--- src/hdl/bf5_pkg.sv ---
// ----------------------------------------------------------------------------
// bf5_pkg: shared types and constants of the 5x5 bilateral filter
// Field widths, item action codes, controller states and the command and
// status groups that pass between the controller and the datapath.
// ----------------------------------------------------------------------------
package bf5_pkg;

  // Fixed field widths of the stream and configuration ports.
  localparam int unsigned CFG_W     = 11;
  localparam int unsigned ACT_W     = 2;
  localparam int unsigned PIX_W     = 8;
  localparam int unsigned IDX_W     = 8;
  localparam int unsigned WGT_W     = 16;

  // Row counter width and its saturation value.
  localparam int unsigned ROW_W     = 12;
  localparam int unsigned ROW_LIMIT = 4095;

  // Range weight table is addressed by an 8-bit intensity difference.
  localparam int unsigned RANGE_DEPTH = 256;

  // Window coordinates fit three bits for a radius of at most 3.
  localparam int unsigned WIN_IDX_W = 3;

  // Cycles between the last multiply issue and a settled accumulator.
  localparam int unsigned DRAIN_CYCLES = 3;

  // One quotient bit per divider step; the quotient is a pixel.
  localparam int unsigned DIV_STEPS = PIX_W;

  // Defaults for the top-level parameters and the length register.
  localparam int unsigned DEF_RADIUS         = 2;
  localparam int unsigned DEF_MAX_ROW_LENGTH = 1024;
  localparam int unsigned RESET_ROW_LENGTH   = 1024;

  typedef enum logic [ACT_W-1:0] {
    ACT_PIXEL   = 2'd0,
    ACT_RANGE   = 2'd1,
    ACT_SPATIAL = 2'd2
  } action_e;

  typedef enum logic [2:0] {
    ST_IDLE,
    ST_LINE,
    ST_MAC,
    ST_DRAIN,
    ST_DIV_INIT,
    ST_DIV,
    ST_OUT
  } state_e;

  typedef struct packed {
    logic                 range_we;
    logic                 spat_we;
    logic                 pix_capture;
    logic                 line_shift;
    logic                 acc_clear;
    logic                 mac_issue;
    logic [WIN_IDX_W-1:0] win_row;
    logic [WIN_IDX_W-1:0] win_col;
    logic                 div_init;
    logic                 div_step;
    logic                 out_load;
    logic                 out_first;
  } cmd_t;

  typedef struct packed {
    logic out_free;
  } status_t;

endpackage

--- src/hdl/bf5_ctrl.sv ---
// ----------------------------------------------------------------------------
// bf5_ctrl: controller of the bilateral filter
// Takes items, tracks the raster position, and sequences line update,
// weighted accumulation, division and result hand-off.
// ----------------------------------------------------------------------------
module bf5_ctrl #(
  parameter int unsigned WINDOW_RADIUS  = bf5_pkg::DEF_RADIUS,
  parameter int unsigned MAX_ROW_LENGTH = bf5_pkg::DEF_MAX_ROW_LENGTH,
  localparam int unsigned CW            = $clog2(MAX_ROW_LENGTH)
) (
  input  logic                        clk_i,
  input  logic                        rst_ni,
  input  logic                        in_valid_i,
  output logic                        in_ready_o,
  input  logic [bf5_pkg::ACT_W-1:0]   action_i,
  input  logic                        frame_start_i,
  input  logic [bf5_pkg::IDX_W-1:0]   table_index_i,
  input  logic                        len_we_i,
  input  logic [bf5_pkg::CFG_W-1:0]   len_i,
  input  bf5_pkg::status_t            status_i,
  output bf5_pkg::cmd_t               cmd_o,
  output logic [CW-1:0]               line_raddr_o,
  output logic [CW-1:0]               line_waddr_o
);

  localparam int unsigned SPAN      = 2 * WINDOW_RADIUS + 1;
  localparam int unsigned LINES     = 2 * WINDOW_RADIUS;
  localparam int unsigned SP_DEPTH  = 2 * WINDOW_RADIUS * WINDOW_RADIUS + 1;
  localparam int unsigned LW_MAX    = $clog2(MAX_ROW_LENGTH + 1);
  localparam int unsigned LW        = (LW_MAX > bf5_pkg::CFG_W) ? LW_MAX : bf5_pkg::CFG_W;
  localparam int unsigned DRW       = $clog2(bf5_pkg::DRAIN_CYCLES);
  localparam int unsigned DVW       = $clog2(bf5_pkg::DIV_STEPS);

  bf5_pkg::state_e state_q, state_d;

  logic [bf5_pkg::CFG_W-1:0]     len_q;
  logic [CW-1:0]                 col_q, col_d;
  logic [bf5_pkg::ROW_W-1:0]     row_q, row_d;
  logic [CW-1:0]                 cur_col_q, cur_col_d;
  logic                          produce_q, produce_d;
  logic                          first_q, first_d;
  logic [bf5_pkg::WIN_IDX_W-1:0] win_row_q, win_col_q;
  logic [DRW-1:0]                drain_q;
  logic [DVW-1:0]                div_q;

  logic                          accept;
  logic                          is_pixel;
  logic [LW-1:0]                 len_eff;
  logic [LW-1:0]                 col_start;
  logic [bf5_pkg::ROW_W-1:0]     row_start;
  logic [LW-1:0]                 col_inc;
  logic                          mac_last;

  function automatic logic [bf5_pkg::ROW_W-1:0] row_step(
    input logic [bf5_pkg::ROW_W-1:0] row
  );
    if (row == bf5_pkg::ROW_W'(bf5_pkg::ROW_LIMIT)) begin
      return row;
    end
    return row + bf5_pkg::ROW_W'(1);
  endfunction

  assign in_ready_o = (state_q == bf5_pkg::ST_IDLE);
  assign accept     = in_valid_i && in_ready_o;
  assign is_pixel   = (action_i == bf5_pkg::ACT_PIXEL);

  // Raster position of an arriving pixel, with length clamping.
  always_comb begin
    len_eff = LW'(len_q);
    if (len_eff < LW'(SPAN)) begin
      len_eff = LW'(SPAN);
    end
    if (len_eff > LW'(MAX_ROW_LENGTH)) begin
      len_eff = LW'(MAX_ROW_LENGTH);
    end
    col_start = frame_start_i ? '0 : LW'(col_q);
    row_start = frame_start_i ? '0 : row_q;
    if (col_start >= len_eff) begin
      col_start = '0;
      row_start = row_step(row_start);
    end
    cur_col_d = col_start[CW-1:0];
    produce_d = (row_start >= bf5_pkg::ROW_W'(LINES)) && (col_start >= LW'(LINES));
    first_d   = (row_start == bf5_pkg::ROW_W'(LINES)) && (col_start == LW'(LINES));
    col_inc   = col_start + LW'(1);
    if (col_inc >= len_eff) begin
      col_d = '0;
      row_d = row_step(row_start);
    end else begin
      col_d = col_inc[CW-1:0];
      row_d = row_start;
    end
  end

  assign mac_last = (win_row_q == bf5_pkg::WIN_IDX_W'(SPAN - 1)) &&
                    (win_col_q == bf5_pkg::WIN_IDX_W'(SPAN - 1));

  always_comb begin
    state_d = state_q;
    unique case (state_q)
      bf5_pkg::ST_IDLE: begin
        if (accept && is_pixel) begin
          state_d = bf5_pkg::ST_LINE;
        end
      end
      bf5_pkg::ST_LINE: begin
        state_d = produce_q ? bf5_pkg::ST_MAC : bf5_pkg::ST_IDLE;
      end
      bf5_pkg::ST_MAC: begin
        if (mac_last) begin
          state_d = bf5_pkg::ST_DRAIN;
        end
      end
      bf5_pkg::ST_DRAIN: begin
        if (drain_q == DRW'(bf5_pkg::DRAIN_CYCLES - 1)) begin
          state_d = bf5_pkg::ST_DIV_INIT;
        end
      end
      bf5_pkg::ST_DIV_INIT: begin
        state_d = bf5_pkg::ST_DIV;
      end
      bf5_pkg::ST_DIV: begin
        if (div_q == DVW'(bf5_pkg::DIV_STEPS - 1)) begin
          state_d = bf5_pkg::ST_OUT;
        end
      end
      bf5_pkg::ST_OUT: begin
        if (status_i.out_free) begin
          state_d = bf5_pkg::ST_IDLE;
        end
      end
      default: state_d = bf5_pkg::ST_IDLE;
    endcase
  end

  always_comb begin
    cmd_o             = '0;
    cmd_o.range_we    = accept && (action_i == bf5_pkg::ACT_RANGE);
    cmd_o.spat_we     = accept && (action_i == bf5_pkg::ACT_SPATIAL) &&
                        (table_index_i < bf5_pkg::IDX_W'(SP_DEPTH));
    cmd_o.pix_capture = accept && is_pixel;
    cmd_o.win_row     = win_row_q;
    cmd_o.win_col     = win_col_q;
    cmd_o.out_first   = first_q;
    unique case (state_q)
      bf5_pkg::ST_LINE: begin
        cmd_o.line_shift = 1'b1;
        cmd_o.acc_clear  = 1'b1;
      end
      bf5_pkg::ST_MAC:      cmd_o.mac_issue = 1'b1;
      bf5_pkg::ST_DIV_INIT: cmd_o.div_init  = 1'b1;
      bf5_pkg::ST_DIV:      cmd_o.div_step  = 1'b1;
      bf5_pkg::ST_OUT:      cmd_o.out_load  = status_i.out_free;
      default: ;
    endcase
  end

  assign line_raddr_o = cur_col_d;
  assign line_waddr_o = cur_col_q;

  always_ff @(posedge clk_i or negedge rst_ni) begin
    if (!rst_ni) begin
      state_q   <= bf5_pkg::ST_IDLE;
      len_q     <= bf5_pkg::CFG_W'(bf5_pkg::RESET_ROW_LENGTH);
      col_q     <= '0;
      row_q     <= '0;
      cur_col_q <= '0;
      produce_q <= 1'b0;
      first_q   <= 1'b0;
      win_row_q <= '0;
      win_col_q <= '0;
      drain_q   <= '0;
      div_q     <= '0;
    end else begin
      state_q <= state_d;
      if (len_we_i) begin
        len_q <= len_i;
      end
      if (accept && is_pixel) begin
        col_q     <= col_d;
        row_q     <= row_d;
        cur_col_q <= cur_col_d;
        produce_q <= produce_d;
        first_q   <= first_d;
      end
      if (state_q == bf5_pkg::ST_LINE) begin
        win_row_q <= '0;
        win_col_q <= '0;
      end else if (state_q == bf5_pkg::ST_MAC) begin
        if (win_col_q == bf5_pkg::WIN_IDX_W'(SPAN - 1)) begin
          win_col_q <= '0;
          win_row_q <= win_row_q + bf5_pkg::WIN_IDX_W'(1);
        end else begin
          win_col_q <= win_col_q + bf5_pkg::WIN_IDX_W'(1);
        end
      end
      drain_q <= (state_q == bf5_pkg::ST_DRAIN) ? drain_q + DRW'(1) : '0;
      div_q   <= (state_q == bf5_pkg::ST_DIV) ? div_q + DVW'(1) : '0;
    end
  end

endmodule

--- config.mk ---
export PLATFORM = sky130hd
export DESIGN_NAME = bf5_ctrl
export DESIGN_NICKNAME = d
export VERILOG_FILES = /design/src/hdl/bf5_pkg.sv /design/src/hdl/bf5_ctrl.sv
export SDC_FILE = /design/constraint.sdc
export NUM_CORES = 1
export LEC_CHECK = 0
export BUFFER_PORTS_ARGS = -buffer_cell sky130_fd_sc_hd__buf_4
export CORE_UTILIZATION = 35
export CTS_CLUSTER_DIAMETER = 30
export CTS_CLUSTER_SIZE = 28
export DETAILED_ROUTE_END_ITERATION = 10
export GPL_ROUTABILITY_DRIVEN = 0
export PLACE_DENSITY = 0.54
export SLEW_MARGIN = 25
export SYNTH_ARGS = -nofsm -noshare
export SYNTH_HDL_FRONTEND = slang
export SYNTH_SLANG_ARGS = --single-unit
--- constraint.sdc ---
create_clock -name clk_i -period 11.9 [get_ports clk_i]
set_input_delay 0 -clock clk_i [delete_from_list [all_inputs] [get_ports clk_i]]
set_output_delay 0 -clock clk_i [all_outputs]
set_load 0.02 [all_outputs]
==> results of run 1 <==
[worst max path at each step]
stage | from | end | cells after the start
6_report | len_q[4] | row_q[7] | 28
4_1_cts | len_q[4] | row_q[7] | 27
2_1_floorplan | len_q[4] | row_q[9] | 27
3_5_place_dp | len_q[4] | row_q[7] | 27
5_1_grt | len_q[4] | row_q[7] | 28
3_3_place_gp | len_q[4] | row_q[7] | 27
[final cells by class]
cell class | instances | area, sq um | area share [%]
Timing Repair Buffer | 79 | 626 | 11.2
Clock buffer | 13 | 260 | 4.68
Clock inverter | 3 | 46.3 | 0.832
Inverter | 23 | 86.3 | 1.55
Tap cell | 172 | 215 | 3.87
Multi-Input combinational cell | 417 | 2850 | 51.3
Sequential cell | 59 | 1480 | 26.6
[registers in the layout (all words and copies together), names as in the netlist]
name          count
div_q             3
col_q            10
first_q           1
row_q            12
state_q           3
win_row_q         3
line_waddr_o     10
produce_q         1
drain_q           2
win_col_q         3
len_q            11
[stage by stage]
step / total power, W / utilization [%]
after floorplan: 0.000374 / -
after global placement: 0.000441 / 40.4
after detailed placement: 0.000443 / 40.4
after CTS: 0.000718 / 44.0
after global routing: 0.000754 / 44.1
final: 0.000713 / 44.1
[cells in the final DEF (no fill, tap or decap), types with 9 or more instances in the layout]
cell / synthesis / layout
nor2b_1: 18 / 18
dlygate4sd3_1: 0 / 14
and3_1: 10 / 10
nand2_1: 69 / 69
buf_4: 4 / 64
clkbuf_16: 0 / 9
nand4_1: 12 / 12
xnor2_1: 11 / 11
nor3_1: 12 / 12
o31ai_1: 10 / 10
ha_1: 33 / 33
o21ai_0: 26 / 26
mux2_2: 15 / 15
inv_1: 21 / 21
a21oi_1: 21 / 21
nand3_1: 13 / 13
nor2_1: 37 / 37
dfrtp_1: 58 / 58
[cells in the mapped netlist, types with 5 or more instances]
cell       n
mux2_2    15
nand2b_1   7
and3_1    10
nor2b_1   18
o21ai_0   26
dfrtp_1   58
a21oi_1   21
nand3_1   13
xnor2_1   11
o31ai_1   10
o211ai_1   6
a22o_1     6
xor2_1     5
nand4_1   12
nor2_1    37
and4b_1    5
nor3_1    12
clkbuf_1  15
inv_1     21
nand2_1   69
a211oi_1   6
ha_1      33
and2_1     7
nor4_1     5
o41ai_1    6
a21o_1     7
a31oi_1    7
[cell families after synthesis]
| family | Yosys count | share of synthesized area [%] |
|---|---|---|
| and+or+nand+nor | 225 | 26.6 |
| AOI/OAI and AO/OA | 123 | 19.2 |
| DFF | 59 | 32.7 |
| buffers and inverters | 47 | 4.35 |
| adders and majority gates | 33 | 9.15 |
| muxes | 20 | 4.88 |
| xor gates and xnor gates | 16 | 3.10 |
[timing repair]
action,CTS,global route
resized for setup,0,0
endpoints found under the hold margin,69,0
hold buffers,14,0
[layer usage]
| metal | track usage [%] | part of all wire [%] | vias to the layer above |
|---|---|---|---|
| met5 | 0 | 0 | - |
| met4 | 10.8 | 3.0 | 0 |
| met3 | 3.61 | 5.0 | 29 |
| met2 | 32.4 | 47 | 129 |
| met1 | 26.3 | 45 | 1967 |
| li1 | - | - | 2056 |
[power groups by stage]
stage                     clock network, W  registers [W]  logic [W]
after global placement                   0       0.000247   0.000193
after detailed placement                 0       0.000248   0.000195
after floorplan                          0       0.000242   0.000132
final                             0.000270       0.000245   0.000198
after CTS                         0.000274       0.000245   0.000199
after global routing              0.000284       0.000248   0.000222
[critical path: cells and delay by family (launching register included)]
family,cells,cell delay (ns)
xor gates and xnor gates,2,0.33
buffers and inverters,2,0.42
and+or+nand+nor,10,1.90
AOI/OAI and AO/OA,11,2.87
DFF,1,0.38
adders and majority gates,3,0.80
==> impl_metrics.toml, run 1 <==
[status]
outcome = "finished, final reports clean"

[hold_path]
min_from = "len_we_i"
min_path_type = "input port to flop"
hold-path-cell-count = 2
min_to = "len_q[3]"

[logic_synthesis]
yosysWarningCount = 0
synthCells = 523
ys_ff_latch = 59
synthTopCellsByArea = "dfrtp_1, ha_1, nand2_1"
syn_avg_cell_area_sq_um = 8.63
yosysSeqAreaShare_pct = 32.7
synth-edff-count = 0
syn_area_sq_mm = 0.00451
synth_top_area_share_pct = 32.2
synth_nets = 583
synth_async_sr_flop_share_pct = 100
yosysUniqueCellTypes = 72
yosys.area.top_type = "dfrtp_1"
synthFlopType = "dfrtp_1"

[die]
die_area_sq_mm = 0.0134
die_x_um = 116
rows = 41
die_h_um = 116
pin_count = 64
core_area_sq_mm = 0.0126
start_util_pct = 35.8

[power_and_ir_drop]
power.switching_w = 0.000242
swShare_pct = 33.9
ir_drop_v = 0.0000763
p_per_area_mw_per_mm2 = 128
p_int_w = 0.000471
pwr-share-seq_pct = 34.3
p_leak_nw = 2.54
clkPwrFrac_pct = 37.8
pwr-share-comb_pct = 27.8

[placement]
placed_area_sq_mm = 0.00510
post-place-ws_ns = 4.80
dpl.cell_count = 735
numPortBuffers = 63
place_hpwl_um = 9400

[sta]
period_minus_slack_ns = 6.81
slew_headroom_pct = 44.8
worst_pin_slew_ns = 0.824
finalSetupViolCount = 0
fin_ws_ns = 5.09
drv_slew = 0
fmax_ghz = 0.147
report.final.hold_viol_count = 0
whs_ns = 0.0325
min_period_over_period_pct = 57.2
tns_ns = 0
grt_setup_unrepaired = "false"
clock_skew_ns = 0.00394

[setup_path]
timing.rr.end = "row_q[7]"
timing.critical_path.arrival_ns = 7.06
crit_required_ns = 12.15
rr_startpoint = "len_q[4]"
ff2ff_setup_slack_ns = 5.09
path_class = "flop to flop"
max_stage_delay_ns = 0.46
reg2reg_depth = 28
cp-end-kind = "flop"
cp_slowest_cell = "o41ai_1"
start_kind = "flop"
crit_path_max_fanout = 12

[drt]
drc = 0
ant_nets = 0
wire_per_inst_um = 16.5
vias = 4181
routed_wl_um = 12600
drt-initial-drc-count = 184
via_per_inst = 5.46
dr.pass1.iters = 4

[finish]
finalNetCount = 649
fillCellCount = 1288
drive_gt1_share_pct = 18.0
final_cells = 766
diodes = 0
syn_to_final_growth_pct = 23.3
design_area_sq_mm = 0.00556

[grt]
grt_pass1_wl_um = 20700
antenna_found_initial = 0
grt_usage_pct = 20.3
overflow = 0
grt_max_degree = 60
grt_pass1_vias = 4044

[clock_network]
path_clk_slew_ns = 0.05
postCtsSetupRepairBufs = 0
cts_made_buffers = 9
clock_path_buffers = 2
cts_tree = "built"
htree_levels = 3
cts_root_buffer = "clkbuf_16"
worst_skew_pair.late_latency_ns = 0.34
cts_sinks = 59

[flow_run]
drv_cap = 0
Note: power is estimated with default switching activity, not from simulation.
==> inputs of run 2 (changes only) <==
ABC_AREA = 1   (was unset)
clock period = 6.8 ns   (was 11.9 ns; I/O delays follow)
==> run 2 against run 1 <==
Fmax increased by 21%. Global-route usage down 1.2 points. Final area grew 6.0%. Die area up 6.0%. Synthesized cell count grew 32%. Critical path depth rose by 1. Power grew to 2.6 times the previous value. Routed wire length is 0.38% lower. Count of clock-buffer cells in the layout decreased by 2. Non-clock buffer count grew 6. Clock power is 65% higher. Via count grew 10%.
==> impl_metrics.toml, run 2 <==
[finish]
layout_commonest_cell = "nand2_1"
largest_registers = "row_q (12), len_q (11)"
finalNetCount = 830
largest_reg_flops = 12
syn_to_final_growth_pct = 23.1
drive_gt1_share_pct = 20.0
seqCellArea_sq_mm = 0.00148
diodes = 0
layout_common_cells = "nand2_1, inv_1, buf_4"
fillCellCount = 1359
multiInputGateArea_sq_mm = 0.00280
regMostFlops = "row_q"

[setup_path]
crit_top_cell = "nor2_1"
max_stage_delay_ns = 0.46
reg2reg_depth = 29
cp_slowest_cell = "nor2_1"
crit_path_max_fanout = 16
start_kind = "flop"
path_class = "flop to flop"
crit_required_ns = 7.06
timing.rr.end = "col_q[0]"
rr_startpoint = "len_q[10]"
cp-end-kind = "flop"
ff2ff_setup_slack_ns = 1.19
timing.critical_path.arrival_ns = 5.87

[logic_synthesis]
synthTopCellsByArea = "dfrtp_1, nand2_1, ha_1"
synth_nets = 748
synth_common_cells = "nand2_1, inv_1, nor2_1, dfrtp_1, nand3_1"
synth_async_sr_flop_share_pct = 100
synthCells = 688
synth_top_area_share_pct = 30.3
synth-edff-count = 0
syn_area_sq_mm = 0.00479
synthFlopType = "dfrtp_1"
synth.most_common_cell = "nand2_1"
yosysWarningCount = 0
yosysUniqueCellTypes = 48
syn_avg_cell_area_sq_um = 6.96
yosysSeqAreaShare_pct = 30.9
yosys.area.top_type = "dfrtp_1"
ys_ff_latch = 59

[clock_network]
cts_sinks = 59
htree_levels = 3
worst_skew_pair.late_latency_ns = 0.34
cts-resized-gates = 0
cts_made_buffers = 9
postCtsSetupRepairBufs = 0
path_clk_slew_ns = 0.06
cts_tree = "built"
cts_root_buffer = "clkbuf_16"
cts_hold_buf = 21
clock_path_buffers = 2

[drt]
routed_wl_um = 12600
drc = 0
dr.pass1.iters = 5
vias = 4603
ant_nets = 0
drt-initial-drc-count = 251
via_per_inst = 4.84
wire_per_inst_um = 13.2

[grt]
grt_max_degree = 60
antenna_found_initial = 0
grt_usage_pct = 19.1
grt_pass1_wl_um = 21600
grt_pass1_vias = 4394
overflow = 0

[power_and_ir_drop]
p_per_area_mw_per_mm2 = 319
p_leak_nw = 3.05
ir_drop_v = 0.000107
finalPower_w = 0.00188

[hold_path]
min_to = "len_q[8]"
min_path_type = "input port to flop"
min_from = "len_we_i"
hold-path-cell-count = 2

[sta]
worst_pin_slew_ns = 0.763
finalSetupViolCount = 0
report.final.hold_viol_count = 0
fmax_ghz = 0.178
min_period_over_period_pct = 82.5
tns_ns = 0
slew_headroom_pct = 49.1
drv_slew = 0
period_minus_slack_ns = 5.61
grt_setup_unrepaired = "false"
clock_skew_ns = 0.00895

[flow_run]
drv_cap = 0

[die]
die_h_um = 119
die_x_um = 119
core_area_sq_mm = 0.0133
start_util_pct = 36.0
pin_count = 64
die_area_sq_mm = 0.0142
rows = 42

[placement]
place_hpwl_um = 9560
numPortBuffers = 63

[status]
outcome = "finished, final reports clean"
## run 2: changes by cell type after synthesis, moves of 10 or more
cell and delta:
inv_1 +71, o21ai_0 +14, nand2_1 +124, mux2_2 -13, clkbuf_1 -10, nand3_1 +28
nand2_2 +15, inv_2 +14, o31ai_1 -10, nor2_1 +26, nor2b_1 -18
## run 2: area by class of cell
cell class              instances  share of cell area (%)
repair buffers                 85                    11.7
clock inverters                 5                   0.615
clock buffers                  11                    4.29
multi-input cells             506                    47.6
flip-flops and latches         59                    25.1
well taps                     176                    3.74
inverters                     109                    7.02
## run 2: layer usage
metal	global-route usage (%)	vias up	part of all wire (%)
li1	-	2370	-
met1	26.2	2074	49
met2	28.8	138	43
met3	4.21	21	6.3
met4	7.75	0	2.0
met5	0	-	0
## run 2: how the worst max path moves through the flow
| stage | slack [ns] | startpoint | end |
|---|---|---|---|
| 5_1_grt | 0.48 | len_q[8] | col_q[0] |
| 2_1_floorplan | 1.89 | len_q[10] | row_q[6] |
| 6_report | 1.19 | len_q[10] | col_q[0] |
| 3_3_place_gp | 1.47 | len_q[0] | col_q[0] |
| 3_5_place_dp | 1.28 | len_q[10] | col_q[0] |
| 4_1_cts | 1.23 | len_q[10] | col_q[0] |
## run 2: logic make-up (layout without fill, tap and decap cells)
group           Yosys count  in the layout  share of synthesized area (%)
buf+inv                 123            210                           10.6
fa+ha+maj                33             33                           8.62
mux                       2              2                          0.470
simple gates            387            387                           39.4
flops                    59             59                           30.9
compound gates           76             76                           8.62
xor+xnor                  8              8                           1.46
## run 2: where the power goes
group | internal [W] | total (W) | switching [W]
sequential | 0.000448 | 0.000534 | 0.0000863
combinational | 0.000319 | 0.000903 | 0.000584
clock | 0.000267 | 0.000445 | 0.000178
## run 2: metrics by stage
step / std cells / hold WS (ns) / utilization [%] / instance area (sq um) / setup slack (ns)
floorplan: 688 / -0.296 / - / 4790 / 1.89
global placement: 914 / 0.130 / 40.6 / 5400 / 1.47
detailed placement: 914 / 0.134 / 40.6 / 5400 / 1.28
CTS: 951 / 0.0489 / 44.3 / 5900 / 1.23
global route: 951 / 0.0907 / 44.3 / 5900 / 0.479
finish: 951 / 0.0485 / 44.3 / 5900 / 1.19
## run 2: critical path: cells and delay by family, from the launching register on
family / cells / cell delay [ns]
and+or+nand+nor: 17 / 3.02
AOI/OAI and AO/OA: 5 / 0.78
adders and majority gates: 3 / 0.78
buffers and inverters: 4 / 0.52
DFF: 1 / 0.39
